==> config.mk <==
export PLATFORM = sky130hd
export DESIGN_NAME = vdib_cell
export DESIGN_NICKNAME = d
export VERILOG_FILES = /design/src/rtl/vdib_cell.sv
export SDC_FILE = /design/constraint.sdc
export NUM_CORES = 1
export LEC_CHECK = 0
export BUFFER_PORTS_ARGS = -buffer_cell sky130_fd_sc_hd__buf_2
export CAP_MARGIN = 10
export CORE_UTILIZATION = 45
export CTS_CLUSTER_SIZE = 30
export DETAILED_ROUTE_END_ITERATION = 8
export PLACE_DENSITY = 0.86
export SKIP_LAST_GASP = 1
export SYNTH_ARGS = -nofsm -noshare
export SYNTH_HDL_FRONTEND = slang
export SYNTH_SLANG_ARGS = --single-unit
==> constraint.sdc <==
create_clock -name clock -period 7.57 [get_ports clock]
set_clock_uncertainty 0.2 [all_clocks]
set_input_delay 0.3785 -clock clock [delete_from_list [all_inputs] [get_ports clock]]
set_output_delay 0.3785 -clock clock [all_outputs]
set_load 0.01 [all_outputs]
==> src/rtl/vdib_cell.sv <==
// One storage cell of the vertex ring: holds a key, loads from its neighbor or a write.
module vdib_cell #(
   parameter int KEY_W = 64
) (
   input  logic             clock,
   input  logic             shift_en,
   input  logic [KEY_W-1:0] shift_key,
   input  logic             wr_en,
   input  logic [KEY_W-1:0] wr_key,
   output logic [KEY_W-1:0] key
);

   logic [KEY_W-1:0] key_ff;
   logic [KEY_W-1:0] key_in;

   always_comb begin
      key_in = key_ff;
      if (wr_en) begin
         key_in = wr_key;
      end else if (shift_en) begin
         key_in = shift_key;
      end
   end

   always_ff @(posedge clock) begin
      key_ff <= key_in;
   end

   assign key = key_ff;

endmodule

======== Word-level counts from Yosys, hierarchy flattened ========
Cells that the tools add are included.
Widths: inputs -> output; s select.
word-level totals
  register bits ........................... 64
  bits of input ports ..................... 131
  output and inout bits ................... 64
  word-level logic and storage cells ...... 4
cells by class
  mux-type cells .......................... 2
  reduce and logical (&&, ||, !) cells .... 1
operators with widths
  kind               number
  $mux 64            2
  $reduce_bool 2->1  1

======== Logic depth before layout (Yosys ltp) ========
  word-level depth ........................ 2
  gate-level depth with buffers ........... 3
  gate-level depth less buffers ........... 1

======== Least setup slack after synthesis ========
OpenSTA, ideal clock, no wires.
  kind .................................... in2reg
  from .................................... in wr_en
  to ...................................... reg key_ff[0], in the netlist key[0], enable pin
  library setup time ...................... 0.426 ns
  arrival ................................. 2.127 ns
  required time ........................... 6.944 ns
  slack ................................... 4.817 ns
  stages .................................. 3
  path buffers ............................ 2
  cell sequence ........................... buf_6 > buf_6 > or2_1
on the way
  longest elaborated chain between the ends .. 1
ends and longest elaborated chain
  element                             line  RTL
  from (decl)                         8     input logic wr_en,
  $reduce_bool 2->1 (no source line)  -
  to (signal assigned)                26    key_ff <= key_in;
  to (decl)                           13    logic [KEY_W-1:0] key_ff;
Every way passes these cells.
A chain may end at the register's enable or synchronous reset.

======== Final worst setup path ========
  from .................................... in wr_en
  to ...................................... reg key_ff[28], in the netlist key[28], enable pin
The elaborated chain is that of the path after synthesis.

==> flow_summary.json <==
{
  "outcome": "complete, no violations",
  "num_rows": 28,
  "path_class": "in -> reg",
  "critPathRequiredTime_ns": 7.34,
  "leakage_nw": 1.98,
  "postSynthAreaPerCell_um2": 21.4,
  "end_kind": "flip-flop",
  "ys_seq_area_frac": 0.661,
  "dr_total_vias": 1949,
  "start_util": 0.479,
  "overflow": 0,
  "ir_drop_v": 0.000134,
  "arrival_ns": 1.94,
  "path_max_fanout": 36,
  "worstMarginPinSlew_ns": 0.637,
  "ys_seq_elements": 64,
  "synth_cell_types": 6,
  "track_usage": 0.199,
  "routed_wl_um": 6530,
  "area_delta_synth_final_pct": 40.9,
  "setup_viol": 0,
  "vias_per_cell": 4.69,
  "startpoint_type": "input port",
  "nets": 467,
  "cts_buffers": 9,
  "wl_per_cell_um": 15.7,
  "antenna_found_initial": 0,
  "n_fill_cell": 443,
  "gp_congestion": 0.784,
  "critPathLaunch": "wr_en",
  "grt_pass1_wl_um": 9360,
  "clk_pin_slew_worst_paths_ns": 0.07,
  "ctsHoldBuffers": 0,
  "drcViolationCount": 0,
  "io_buffers": 194,
  "fmax_mhz": 461,
  "grt_max_degree": 38,
  "largest_register_ffs": 64,
  "syn_nets": 267,
  "clockBufferDepth": 2,
  "cts_sinks": 64,
  "grt_pass1_vias": 2000,
  "period_minus_slack_ns": 2.17,
  "rsz0062_at_grt": "no",
  "cts_tree": "yes",
  "maxSlewHeadroom": 0.575,
  "p_per_area_nw_per_um2": 211,
  "min_path_type": "in -> reg",
  "drive_above_1_share": 0.801,
  "h-tree-depth": 3,
  "drt_iter0_markers": 43,
  "setup-tns-final_ns": 0,
  "syn_inst": 136,
  "fin_crit_sh": 0.286,
  "synth_area_um2": 2910,
  "post_cts_buffers": 0,
  "yosys_warnings": 0,
  "first_pass_iters": 6,
  "die_y_um": 82.4,
  "finalHoldViolations": 0,
  "die_area_um2": 6780,
  "drv_slew": 0,
  "post-dp-hpwl_um": 5100,
  "io_pins": 195,
  "antenna_cells": 0,
  "fin_hold_ws_ns": 0.148,
  "cts_root_buf": "clkbuf_8",
  "cts-resized-gates": 0,
  "worstSetupEndpoint": "key[28]",
  "max-cap-violations": 0,
  "core_um2": 6060,
  "die_w_um": 82.4,
  "antenna_left": 0
}
[worst min-delay path by stage]
stage / start / endpoint / slack, ns / cells past startpoint
after floorplan: wr_key[12] / key[12] / 0.40 / 1
after global placement: wr_key[30] / key[30] / 0.48 / 2
after detailed placement: shift_key[22] / key[22] / 0.48 / 2
after CTS: shift_key[32] / key[32] / 0.13 / 2
after global routing: shift_key[36] / key[36] / 0.14 / 2
final: shift_key[32] / key[32] / 0.15 / 2
[layout make-up]
type	count	area, um2	share of cell area
Clock buffer	11	131	0.0321
Clock inverter	5	47.5	0.0116
Multi-Input combinational cell	65	911	0.222
Tap cell	75	93.8	0.0229
Sequential cell	64	1920	0.469
Timing Repair Buffer	196	988	0.241
[layout by cell type, fill, tap and decap left out]
master     netlist  routed
buf_2            1     193
buf_4            0       3
bufinv_16        0       1
clkbuf_1         0       2
clkbuf_8         0       9
clkinv_1         0       2
clkinv_2         0       2
edfxtp_1        64      64
mux2_2          15      15
mux2_4          49      49
or2_2            0       1
[cells in the mapped netlist]
| cell type | n | area share |
|---|---|---|
| buf_6 | 6 | 0.023 |
| mux2_4 | 49 | 0.25 |
| buf_2 | 1 | 0.0017 |
| mux2_2 | 15 | 0.058 |
| or2_1 | 1 | 0.0022 |
| edfxtp_1 | 64 | 0.66 |
[stage by stage]
stage / std cells / util / setup WS [ns] / instance area, um2 / total power [mW]
finish: 416 / 0.675 / 5.40 / 4090 / 0.865
floorplan: 136 / - / 4.82 / 2910 / 0.531
CTS: 416 / 0.675 / 5.35 / 4090 / 0.875
global placement: 400 / 0.646 / 5.08 / 3920 / 0.601
detailed placement: 400 / 0.646 / 5.00 / 3920 / 0.607
global route: 416 / 0.675 / 5.25 / 4090 / 0.899
[report_power, final]
| group | switching, mW | total [mW] | internal (mW) |
|---|---|---|---|
| Sequential | 0.00932 | 0.445 | 0.435 |
| Combinational | 0.0672 | 0.152 | 0.0851 |
| Clock | 0.119 | 0.268 | 0.149 |
[critical path, stage by stage]
cell	delay (ns)
buf_4	0.39
or2_2	0.62
buf_4	0.53
[layer usage]
metal,up-vias,GRT usage,share of wire
li1,933,-,-
met1,881,0.181,0.32
met2,124,0.376,0.55
met3,11,0.0769,0.11
met4,0,0.102,0.014
met5,-,0,0
[logic make-up (layout without fill, tap and decap cells)]
family / count (synthesis) / in the layout / synth area share
multiplexers: 64 / 64 / 0.311
flip-flops: 64 / 64 / 0.661
AND/OR/NAND/NOR: 1 / 1 / 0.00215
buffers and inverters: 7 / 212 / 0.0250
Power figures use the tool's default switching activity.
