### config.mk
export PLATFORM = sky130hd
export DESIGN_NAME = vdib_match
export DESIGN_NICKNAME = d
export VERILOG_FILES = /design/src/rtl/vdib_pkg.sv /design/src/rtl/vdib_match.sv
export SDC_FILE = /design/constraint.sdc
export NUM_CORES = 1
export LEC_CHECK = 0
export BUFFER_PORTS_ARGS = -buffer_cell sky130_fd_sc_hd__buf_2
export CAP_MARGIN = 10
export CORE_AREA = 2 2 118 120
export DETAILED_ROUTE_END_ITERATION = 16
export DIE_AREA = 0 0 120 122
export HOLD_SLACK_MARGIN = 0.15
export PLACE_DENSITY_LB_ADDON = 0.1
export SETUP_SLACK_MARGIN = 0.1
export SYNTH_ARGS = -nofsm -noshare
export SYNTH_HDL_FRONTEND = slang
export SYNTH_SLANG_ARGS = --single-unit
export TNS_END_PERCENT = 50
### constraint.sdc
create_clock -name clock -period 3.9 [get_ports clock]
set_clock_uncertainty 0.1 [all_clocks]
set_input_delay 0.78 -clock clock [delete_from_list [all_inputs] [get_ports clock]]
set_output_delay 0.78 -clock clock [all_outputs]
set_load 0.005 [all_outputs]
### src/rtl/vdib_pkg.sv
// Shared request/response types and fixed constants for the vertex dedup index builder.
package vdib_pkg;

   localparam int KEY_FIELD_W = 64;
   localparam int IDX_OUT_W   = 8;
   localparam int NUM_KEYS    = 3;

   localparam logic OP_TRIANGLE = 1'b0;
   localparam logic OP_LINE     = 1'b1;

   typedef struct packed {
      logic                   operation;
      logic [KEY_FIELD_W-1:0] vertex_a;
      logic [KEY_FIELD_W-1:0] vertex_b;
      logic [KEY_FIELD_W-1:0] vertex_c;
   } req_type;

   typedef struct packed {
      logic [IDX_OUT_W-1:0] index_a;
      logic [IDX_OUT_W-1:0] index_b;
      logic [IDX_OUT_W-1:0] index_c;
      logic [1:0]           new_entries;
      logic                 overflow;
   } rsp_type;

   typedef struct packed {
      logic clear;
      logic enable;
   } srch_ctl_type;

endpackage

### src/rtl/vdib_match.sv
// Compare head of the ring against the three query keys and keep the first hit of each.
module vdib_match #(
   parameter int KEY_W = 64,
   parameter int IDX_W = 8,
   parameter int CNT_W = 9
) (
   input  logic                  clock,
   input  logic                  reset,
   input  vdib_pkg::srch_ctl_type ctl,
   input  logic [KEY_W-1:0]      head_key,
   input  logic [IDX_W-1:0]      pos,
   input  logic [CNT_W-1:0]      base,
   input  logic [KEY_W-1:0]      query [vdib_pkg::NUM_KEYS],
   output logic [vdib_pkg::NUM_KEYS-1:0] hit,
   output logic [IDX_W-1:0]      idx [vdib_pkg::NUM_KEYS]
);

   logic [vdib_pkg::NUM_KEYS-1:0] hit_ff;
   logic [vdib_pkg::NUM_KEYS-1:0] hit_in;
   logic [IDX_W-1:0]              idx_ff [vdib_pkg::NUM_KEYS];
   logic [IDX_W-1:0]              idx_in [vdib_pkg::NUM_KEYS];
   logic                          in_range;

   // only entries that existed before this request take part
   assign in_range = CNT_W'(pos) < base;

   always_comb begin
      for (int k = 0; k < vdib_pkg::NUM_KEYS; k++) begin
         hit_in[k] = hit_ff[k];
         idx_in[k] = idx_ff[k];
         if (ctl.clear) begin
            hit_in[k] = 1'b0;
         end else if (ctl.enable && in_range && !hit_ff[k] && (query[k] == head_key)) begin
            hit_in[k] = 1'b1;
            idx_in[k] = pos;
         end
      end
   end

   always_ff @(posedge clock) begin
      if (reset) begin
         hit_ff <= '0;
      end else begin
         hit_ff <= hit_in;
      end
   end

   always_ff @(posedge clock) begin
      idx_ff <= idx_in;
   end

   assign hit = hit_ff;
   assign idx = idx_ff;

endmodule

# After elaboration in Yosys (flattened, before gate mapping)
# Index checks and enable logic that the tools add are counted.
# totals
reg_bits,27
input_bits,277
output_inout_bits,27
elab_cells,25
# op_classes
magnitude_cmp,1
n_eq_ne,3
bitwise,1
reduce_logical,14
# ops
cell,count
64-bit == test,3
8-bit by 9-bit < comparator with 1-bit output,1
1-bit logical AND,7
2-bit AND reduction,3
1-bit logical NOT,3
2-bit OR reduction,1
1-bit inverter,1

# Logic depth before layout (Yosys ltp)
# Gate-level depths: netlist (run 1).
# depth
ltp_word,5
depth_mapped,7
mapped_depth_nobuf,7

# Worst setup path before layout (run 1)
# No wires, ideal clock.
# synth_timing
path_type,input -> register
startpoint,in base[4]
endpoint,"reg idx_ff, in the netlist idx[0] (enable)"
setup_ns,0.395
t_arrival_ns,2.598
required_ns,3.405
slack_ns,0.808
path_stages,7
n_path_buf,0
cell_sequence,inv_1 > ha_1 > a211oi_1 > o21ai_0 > a21oi_1 > nand2b_1 > nor4_1
# synth_between
elab_chain_cells,5
# synth_lines
element,line_no,text
"start, declared",vdib_match.sv:12,"input logic [CNT_W-1:0] base,"
8-bit by 9-bit < comparator with 1-bit output,vdib_match.sv:25,assign in_range = CNT_W'(pos) < base;
1-bit logical AND (3 in a row),vdib_match.sv:33,end else if (ctl.enable && in_range && !hit_ff[k] && (query[k] == head_key)) begin
2-bit AND reduction (no source line),-,
"end signal, assigned",vdib_match.sv:49,idx_ff <= idx_in;
"end, declared",vdib_match.sv:20,logic [IDX_W-1:0] idx_ff [vdib_pkg::NUM_KEYS];
# Every way passes these cells.
# A chain may end at the register's enable or synchronous reset.

# Final worst setup path (run 1)
# layout_timing
startpoint,in head_key[0]
endpoint,"reg idx_ff, in the netlist idx[1] (enable)"
# layout_between
elab_chain_cells,3
# layout_lines
element,line_no,text
"start, declared",vdib_match.sv:10,"input logic [KEY_W-1:0] head_key,"
64-bit == test,vdib_match.sv:33,
1-bit logical AND,vdib_match.sv:33,
2-bit AND reduction (no source line),-,
# Every way passes these cells.

==> out/metrics.yaml, run 1 <==
place:
  io_buffers: 303
  dpl_worst_slack_ps: 870
  hpwl_um: 15700
  place_congestion: 0.874
worst_setup_path:
  cpMostUsedCell: "buf_4"
  cp.arrival_ps: 2590
  critPathSlowestCell: "nor4_1"
  path_max_fanout: 8
  crit_family: "simple AND/OR/NAND/NOR gates"
  path_class: "in -> reg"
  worstPathRequired_ps: 3760
  max_stage_delay_ps: 630
  path_cells: "buf_2 > xor2_1 > nor4_1 > buf_4 > nand4_1 > nor4_2 > buf_4"
  worstSetupStartpointType: "input port"
  crit_buf_inv: 3
  worst_setup_path_end_kind: "flip-flop"
clock_tree:
  cts_tree: "done"
  cts_setup_buffers: 0
  cts_max_level: 1
  cts_inserted_buffers: 3
  clk_path_buf_depth: 2
  clock_sinks: 27
  ctsResizeCount: 0
  clockRootBuffer: "clkbuf_16"
  cts_hold_buf: 0
  clk_pin_slew_worst_paths_ps: 70
  worstSkewPairLatency_ps: 260
logic_synthesis:
  ys_warn_count: 0
  synth_seq_cells: 27
  yosysTopAreaCell: "xnor2_1"
  syn_area_um2: 3290
  ys_types: 36
  syn_nets: 648
  synth-seq-area-share_pct: 23.7
  syn_area_per_cell_um2: 9.04
  synth.area.top_cells: "xnor2_1 (27%), edfxtp_1 (22%), xor2_1 (14%), nand4_1 (5.9%), inv_1 (4.2%)"
  yosysTopAreaCellShare_pct: 26.9
  synthCells: 364
global_routing:
  grtUsageTotal_pct: 22.2
  grt_pass1_vias: 4201
  grt_antenna_before_repair: 4
  globalRoute.totalOverflow: 0
  grt_max_degree: 15
  grt_pass1_wl_um: 23800
pwr:
  peakVddDrop_mv: 0.148
  intPower_mw: 0.681
  p_sw_mw: 0.311
  p_per_area_nw_per_um2: 192
  clkPwrFrac_pct: 23.2
  total_power_mw: 0.992
  p_sw_share_pct: 31.3
  p_seq_share_pct: 31.7
  p_leak_nw: 2.36
  combPwrFrac_pct: 45.2
sta:
  min_period_ps: 2730
  layout_setup_ws_ps: 1170
  final.period_utilization_pct: 69.9
  hold_viol_final: 0
  max_freq_mhz: 367
  holdWs_ps: 384
  rsz0062_at_grt: "false"
  maxSlewViolCount: 0
  worstMarginPinSlew_ps: 737
  report.final.setup_viol: 0
  slew_headroom_pct: 49.6
  setup_tns_ps: 0
cells_and_area:
  drive_above_1_share_pct: 46.8
  fin_nets: 960
  final_common_cell: "buf_2"
  final_cell_mix: "buf_2 (303), xnor2_1 (101), xor2_1 (53), inv_1 (37), nand4_1 (31)"
  syn_to_final_growth_pct: 56.9
floorplan:
  rows: 43
  ioPinCount: 304
  start_util_pct: 24.4
  die_area_um2: 14600
  die_h_um: 122
  core_area_um2: 13500
  die_x_um: 120
routing:
  vias: 3985
  wl_per_cell_um: 19.7
  first_pass_iters: 6
  vias_per_cell: 4.64
  drc_errors: 0
  drt-initial-drc-count: 157
  antenna_left: 0
  wirelength_um: 16900
hold_path:
  min_path_type: "reg -> reg"
run_status:
  status: "finished clean"
flow_run:
  max-cap-violations: 0
[registers in the layout (all words and copies together), names as in the netlist]
name / count
idx: 24
hit: 3
[cell usage after synthesis (all sizes together)]
| master | count |
|---|---|
| a2111o | 2 |
| a2111oi | 2 |
| a211o | 1 |
| a211oi | 2 |
| a21oi | 3 |
| a221oi | 1 |
| a222oi | 3 |
| a22o | 2 |
| a22oi | 2 |
| and4 | 1 |
| and4b | 1 |
| dfxtp | 3 |
| edfxtp | 24 |
| ha | 7 |
| inv | 38 |
| nand2 | 6 |
| nand2b | 14 |
| nand3 | 3 |
| nand4 | 31 |
| nor2 | 2 |
| nor2b | 7 |
| nor3 | 5 |
| nor3b | 1 |
| nor4 | 23 |
| o2111ai | 4 |
| o21ai | 4 |
| o221ai | 3 |
| o22ai | 10 |
| o2bb2ai | 2 |
| o31ai | 3 |
| xnor2 | 101 |
| xor2 | 53 |
[worst paths after layout]
check | slack [ps] | cells past startpoint | startpoint | to
setup / recovery | 1170 | 7 | head_key[0] | idx[1]
hold / removal | 380 | 2 | hit[0] | hit[0]
setup reg to reg | 1990 | 5 | hit[2] | idx[1]
hold reg to reg | 380 | 2 | hit[0] | hit[0]
[worst register-to-register path, stage by stage (launching register included)]
cell     delay [ps]
dfxtp_1         330
a211o_1         230
nor4_1          420
nand3_1         150
nor4_2          150
buf_4           220
[area by class of cell]
type / instances / area [µm²]
diodes: 4 / 10.0
well taps: 180 / 225
flip-flops and latches: 27 / 781
inverters: 38 / 143
multi-input cells: 299 / 2380
repair buffers: 307 / 1550
clock buffers: 4 / 78.8
fillers: 1465 / 8340
[metal layers]
layer | vias to the layer above | wire length, µm | GRT usage (%)
li1 | 1937 | - | -
met1 | 1846 | 6080 | 23.9
met2 | 181 | 9330 | 44.1
met3 | 19 | 1160 | 3.89
met4 | 2 | 324 | 6.10
met5 | - | 13 | 0
[power groups by stage]
stage          clock [mW]  sequential, mW  combinational, mW
2_1_floorplan           0           0.321              0.192
3_3_place_gp            0           0.320              0.448
3_5_place_dp            0           0.320              0.452
4_1_cts             0.236           0.314              0.454
5_1_grt             0.250           0.314              0.491
6_report            0.230           0.314              0.448
[cells by family after synthesis]
logic type,Yosys count,share of synthesized area (%)
fa+ha+maj,7,2.66
flops,27,23.7
xor+xnor,154,41.0
buf+inv,38,4.34
simple gates,94,17.4
compound gates,44,10.9
[through the flow]
step | util [%] | area (µm²) | std cells
3_5_place_dp | 37.6 | 5070 | 851
4_1_cts | 38.2 | 5150 | 855
6_report | 38.2 | 5160 | 859
2_1_floorplan | - | 3290 | 364
3_3_place_gp | 37.6 | 5070 | 851
5_1_grt | 38.2 | 5160 | 858
Note: power is estimated with default switching activity, not from simulation.
==> inputs of run 2 (changes only) <==
--- a/config.mk
+++ b/config.mk
@@ -7,9 +7,9 @@
 export LEC_CHECK = 0
 export BUFFER_PORTS_ARGS = -buffer_cell sky130_fd_sc_hd__buf_2
 export CAP_MARGIN = 10
-export CORE_AREA = 2 2 118 120
+export CORE_AREA = 2 2 119 121
 export DETAILED_ROUTE_END_ITERATION = 16
-export DIE_AREA = 0 0 120 122
+export DIE_AREA = 0 0 121 123
 export HOLD_SLACK_MARGIN = 0.15
 export PLACE_DENSITY_LB_ADDON = 0.1
 export SETUP_SLACK_MARGIN = 0.1
==> constraint.sdc (replaced) <==
create_clock -name clock -period 2.4 [get_ports clock]
set_clock_uncertainty 0.1 [all_clocks]
set_input_delay 0.48 -clock clock [delete_from_list [all_inputs] [get_ports clock]]
set_output_delay 0.48 -clock clock [all_outputs]
set_load 0.005 [all_outputs]
==> out/metrics.yaml, run 2 (synthesized netlist as in run 1, its figures left out) <==
clock_tree:
  cts_max_level: 1
  worstSkewPairLatency_ps: 260
  cts_tree: "done"
  clockRootBuffer: "clkbuf_16"
  clock_sinks: 27
  cts_hold_buf: 0
  clk_path_buf_depth: 2
  clk_pin_slew_worst_paths_ps: 60
  cts_inserted_buffers: 3
floorplan:
  rows: 43
  die_x_um: 121
  ioPinCount: 304
  die_area_um2: 14900
  die_h_um: 123
  start_util_pct: 24.2
  core_area_um2: 13600
routing:
  drt-initial-drc-count: 166
  vias: 4153
  first_pass_iters: 5
  antenna_left: 0
  routed.top_layer: "met4"
  vias_per_cell: 4.54
  wl_met2_um: 9580
  wl_met1_um: 6790
  wl_met3_um: 1170
  wl_per_cell_um: 19.6
  drc_errors: 0
  wirelength_um: 17900
sta:
  setup_tns_ps: 0
  worstMarginPinSlew_ps: 398
  maxSlewViolCount: 0
  report.final.setup_viol: 0
  final.period_utilization_pct: 92.7
  slew_headroom_pct: 73.3
  min_period_ps: 2220
  rsz0062_at_grt: "false"
  holdWs_ps: 353
  hold_viol_final: 0
  max_freq_mhz: 450
pwr:
  peakVddDrop_mv: 0.230
  p_leak_nw: 2.72
  p_per_area_nw_per_um2: 300
worst_setup_path:
  worstPathRequired_ps: 2270
  max_stage_delay_ps: 430
  path_class: "in -> reg"
  worst_setup_path_end_kind: "flip-flop"
  critPathSlowestCell: "nor4_2"
  rrSetupSlack_ps: 470
  cp.arrival_ps: 2090
  path_max_fanout: 8
  path_cells: "buf_2 > xor2_1 > nor4_2 > buf_4 > nand4_1 > nor4_4 > buf_6"
  worstSetupStartpointType: "input port"
place:
  hpwl_um: 16500
  dp.cells: 905
  placed_area_um2: 5520
  io_buffers: 303
  place_congestion: 0.924
cells_and_area:
  fin_nets: 1016
  largest_reg_flops: 24
  final_common_cell: "buf_2"
  syn_to_final_growth_pct: 76.3
  design_area_um2: 5800
  final_cell_mix: "buf_2 (301), xnor2_1 (97), buf_4 (56), xor2_1 (52), inv_1 (37)"
  instances_no_fill: 915
  drive_above_1_share_pct: 54.0
global_routing:
  grt_pass1_vias: 4316
  grt_max_degree: 15
  grtUsageTotal_pct: 22.8
  grt_antenna_before_repair: 4
  grt_pass1_wl_um: 24700
  globalRoute.totalOverflow: 0
flow_run:
  max-cap-violations: 0
hold_path:
  min_path_type: "in -> reg"
run_status:
  status: "finished clean"
-- run 2: cell types whose count changed in the layout (fill, tap and decap cells not counted), moves of 2 or more --
cell,delta
a21oi_1,-2
xnor2_2,+4
nor4_1,-8
buf_6,+5
xnor2_1,-4
a21oi_2,+2
nor4_4,+4
buf_2,-2
nor4_2,+4
buf_4,+52
-- run 2: worst paths after layout --
check	cells after the start	startpoint	to
hold reg to reg	2	hit[1]	hit[1]
hold / removal	1	pos[2]	idx[10]
setup / recovery	7	head_key[0]	idx[3]
setup reg to reg	5	hit[2]	idx[3]
-- run 2: per-layer routing --
metal  vias to the layer above  GRT usage (%)
met5                         -              0
met4                         0           5.67
met3                        17           3.09
met2                       187           44.3
met1                      1899           26.1
li1                       2050              -
-- run 2: area by class of cell --
type,count,area [µm²]
diodes,4,10.0
fillers,1412,7810
clock buffers,4,78.8
repair buffers,363,2000
inverters,38,143
flip-flops and latches,27,781
multi-input cells,299,2560
well taps,180,225
-- run 2: worst max-delay path, delay by kind of cell --
family,cells,cell delay (ps)
and+or+nand+nor,3,930
buffers and inverters,3,490
xor gates and xnor gates,1,190
-- run 2: what timing repair did --
item | 4_1_cts | 5_1_grt
endpoints found under the setup margin | 22 | 24
resized for setup | 7 | 25
pin swaps | 1 | 14
setup buffers | 0 | 2
-- run 2: through the flow --
step	power, mW	utilization, %	worst slack [ps]
after floorplan	0.835	-	37.1
after global routing	1.83	42.6	78.9
after global placement	1.33	40.6	-477
after detailed placement	1.34	40.6	-516
final	1.74	42.6	176
after CTS	1.72	41.4	104
-- run 2: where the power goes --
group,internal (mW),switching [mW]
sequential,0.510,0
combinational,0.443,0.410
clock,0.227,0.147
total,1.18,0.557
==> inputs of run 3 (changes only) <==
--- a/config.mk
+++ b/config.mk
@@ -12,6 +12,7 @@
 export DIE_AREA = 0 0 121 123
 export HOLD_SLACK_MARGIN = 0.15
 export PLACE_DENSITY_LB_ADDON = 0.1
+export RECOVER_POWER = 25
 export SETUP_SLACK_MARGIN = 0.1
 export SYNTH_ARGS = -nofsm -noshare
 export SYNTH_HDL_FRONTEND = slang
==> out/metrics.yaml, run 3 (synthesized netlist as in run 1, its figures left out) <==
run_status:
  status: "finished clean"
cells_and_area:
  largest_reg_flops: 24
  regArea_um2: 781
  final_core_util_pct: 42.5
  final_cell_mix: "buf_2 (295), xnor2_1 (97), buf_4 (55), xor2_1 (52), inv_1 (37)"
  design_area_um2: 5790
  drive_above_1_share_pct: 53.1
  nFillCells: 1417
  syn_to_final_growth_pct: 76.0
  final_common_cell: "buf_2"
  fin_nets: 1016
  instances_no_fill: 915
  multi_input_area_um2: 2560
worst_setup_path:
  r2r-start: "hit[2]"
  path_class: "in -> reg"
  cp.arrival_ps: 2100
  worstSetupStartpointType: "input port"
  worst_setup_path_end_kind: "flip-flop"
  worst_setup_path_startpoint: "head_key[0]"
  worstPathRequired_ps: 2270
  path_max_fanout: 8
clock_tree:
  clk_path_buf_depth: 2
  cts_hold_buf: 0
  cts_max_level: 1
  clk_pin_slew_worst_paths_ps: 70
  cts_inserted_buffers: 3
  cts_tree: "done"
  clockRootBuffer: "clkbuf_16"
  clock_sinks: 27
  worstSkewPairLatency_ps: 260
flow_run:
  max-cap-violations: 0
routing:
  drt-initial-drc-count: 139
  vias_per_cell: 4.54
  drc_errors: 0
  wirelength_um: 17900
  vias: 4150
  wl_per_cell_um: 19.5
  first_pass_iters: 4
  antenna_left: 0
global_routing:
  grt_pass1_wl_um: 24700
  grt_antenna_before_repair: 4
  globalRoute.totalOverflow: 0
  grt_max_degree: 15
  grtUsageTotal_pct: 22.8
  grt_pass1_vias: 4316
hold_path:
  min_path_type: "reg -> reg"
  hold_start: "hit[1]"
place:
  io_buffers: 303
  hpwl_um: 16500
  dpl_worst_slack_ps: -516
  placed_area_um2: 5520
  dp.cells: 905
  place_congestion: 0.924
sta:
  rsz0062_at_grt: "false"
  report.final.setup_viol: 0
  slew_headroom_pct: 72.5
  worstMarginPinSlew_ps: 410
  hold_viol_final: 0
  maxSlewViolCount: 0
  holdWs_ps: 377
  min_period_ps: 2230
  final.period_utilization_pct: 92.7
  layout_setup_ws_ps: 174
  setup_tns_ps: 0
  max_freq_mhz: 449
floorplan:
  ioPinCount: 304
  die_x_um: 121
  die_h_um: 123
  die_area_um2: 14900
  start_util_pct: 24.2
  rows: 43
  core_area_um2: 13600
pwr:
  p_leak_nw: 2.70
  peakVddDrop_mv: 0.230
  total_power_mw: 1.74
  p_per_area_nw_per_um2: 300
## run 3: worst max-delay path, cell delays in order
cell	delay, ps
buf_2	130
xor2_1	190
nor4_2	430
buf_4	180
nand4_1	180
nor4_4	320
buf_6	180
## run 3: what timing repair did
action / 4_1_cts / 5_1_grt
pin swaps: 1 / 14
gates resized for setup: 7 / 25
buffers inserted: 0 / 2
endpoints found under the setup margin: 22 / 24
## run 3: cell type report
| type | instances | share of cell area, % |
|---|---|---|
| Multi-Input combinational cell | 299 | 44.2 |
| Timing Repair Buffer | 363 | 34.4 |
| Clock buffer | 4 | 1.36 |
| Tap cell | 180 | 3.89 |
| Sequential cell | 27 | 13.5 |
| Inverter | 38 | 2.46 |
| Antenna cell | 4 | 0.173 |
## run 3: worst paths after layout
kind,endpoint,slack (ps),depth (start not counted)
max,idx[3],170,7
min,hit[1],380,2
max reg2reg,idx[3],470,5
min reg2reg,hit[1],380,2
## run 3: routing by layer
metal	up-vias	track usage [%]	wire length (µm)
met1	1897	26.1	6780
met3	17	3.09	1140
li1	2051	-	-
met4	0	5.67	362
met2	185	44.3	9590
met5	-	0	0
## run 3: report_power, final
group / switching, mW / total [mW] / leakage, nW / internal [mW]
Combinational: 0.410 / 0.851 / 2.43 / 0.441
Sequential: 0 / 0.510 / 0.240 / 0.510
Clock: 0.147 / 0.375 / 0.0382 / 0.227
Total: 0.557 / 1.74 / 2.70 / 1.18
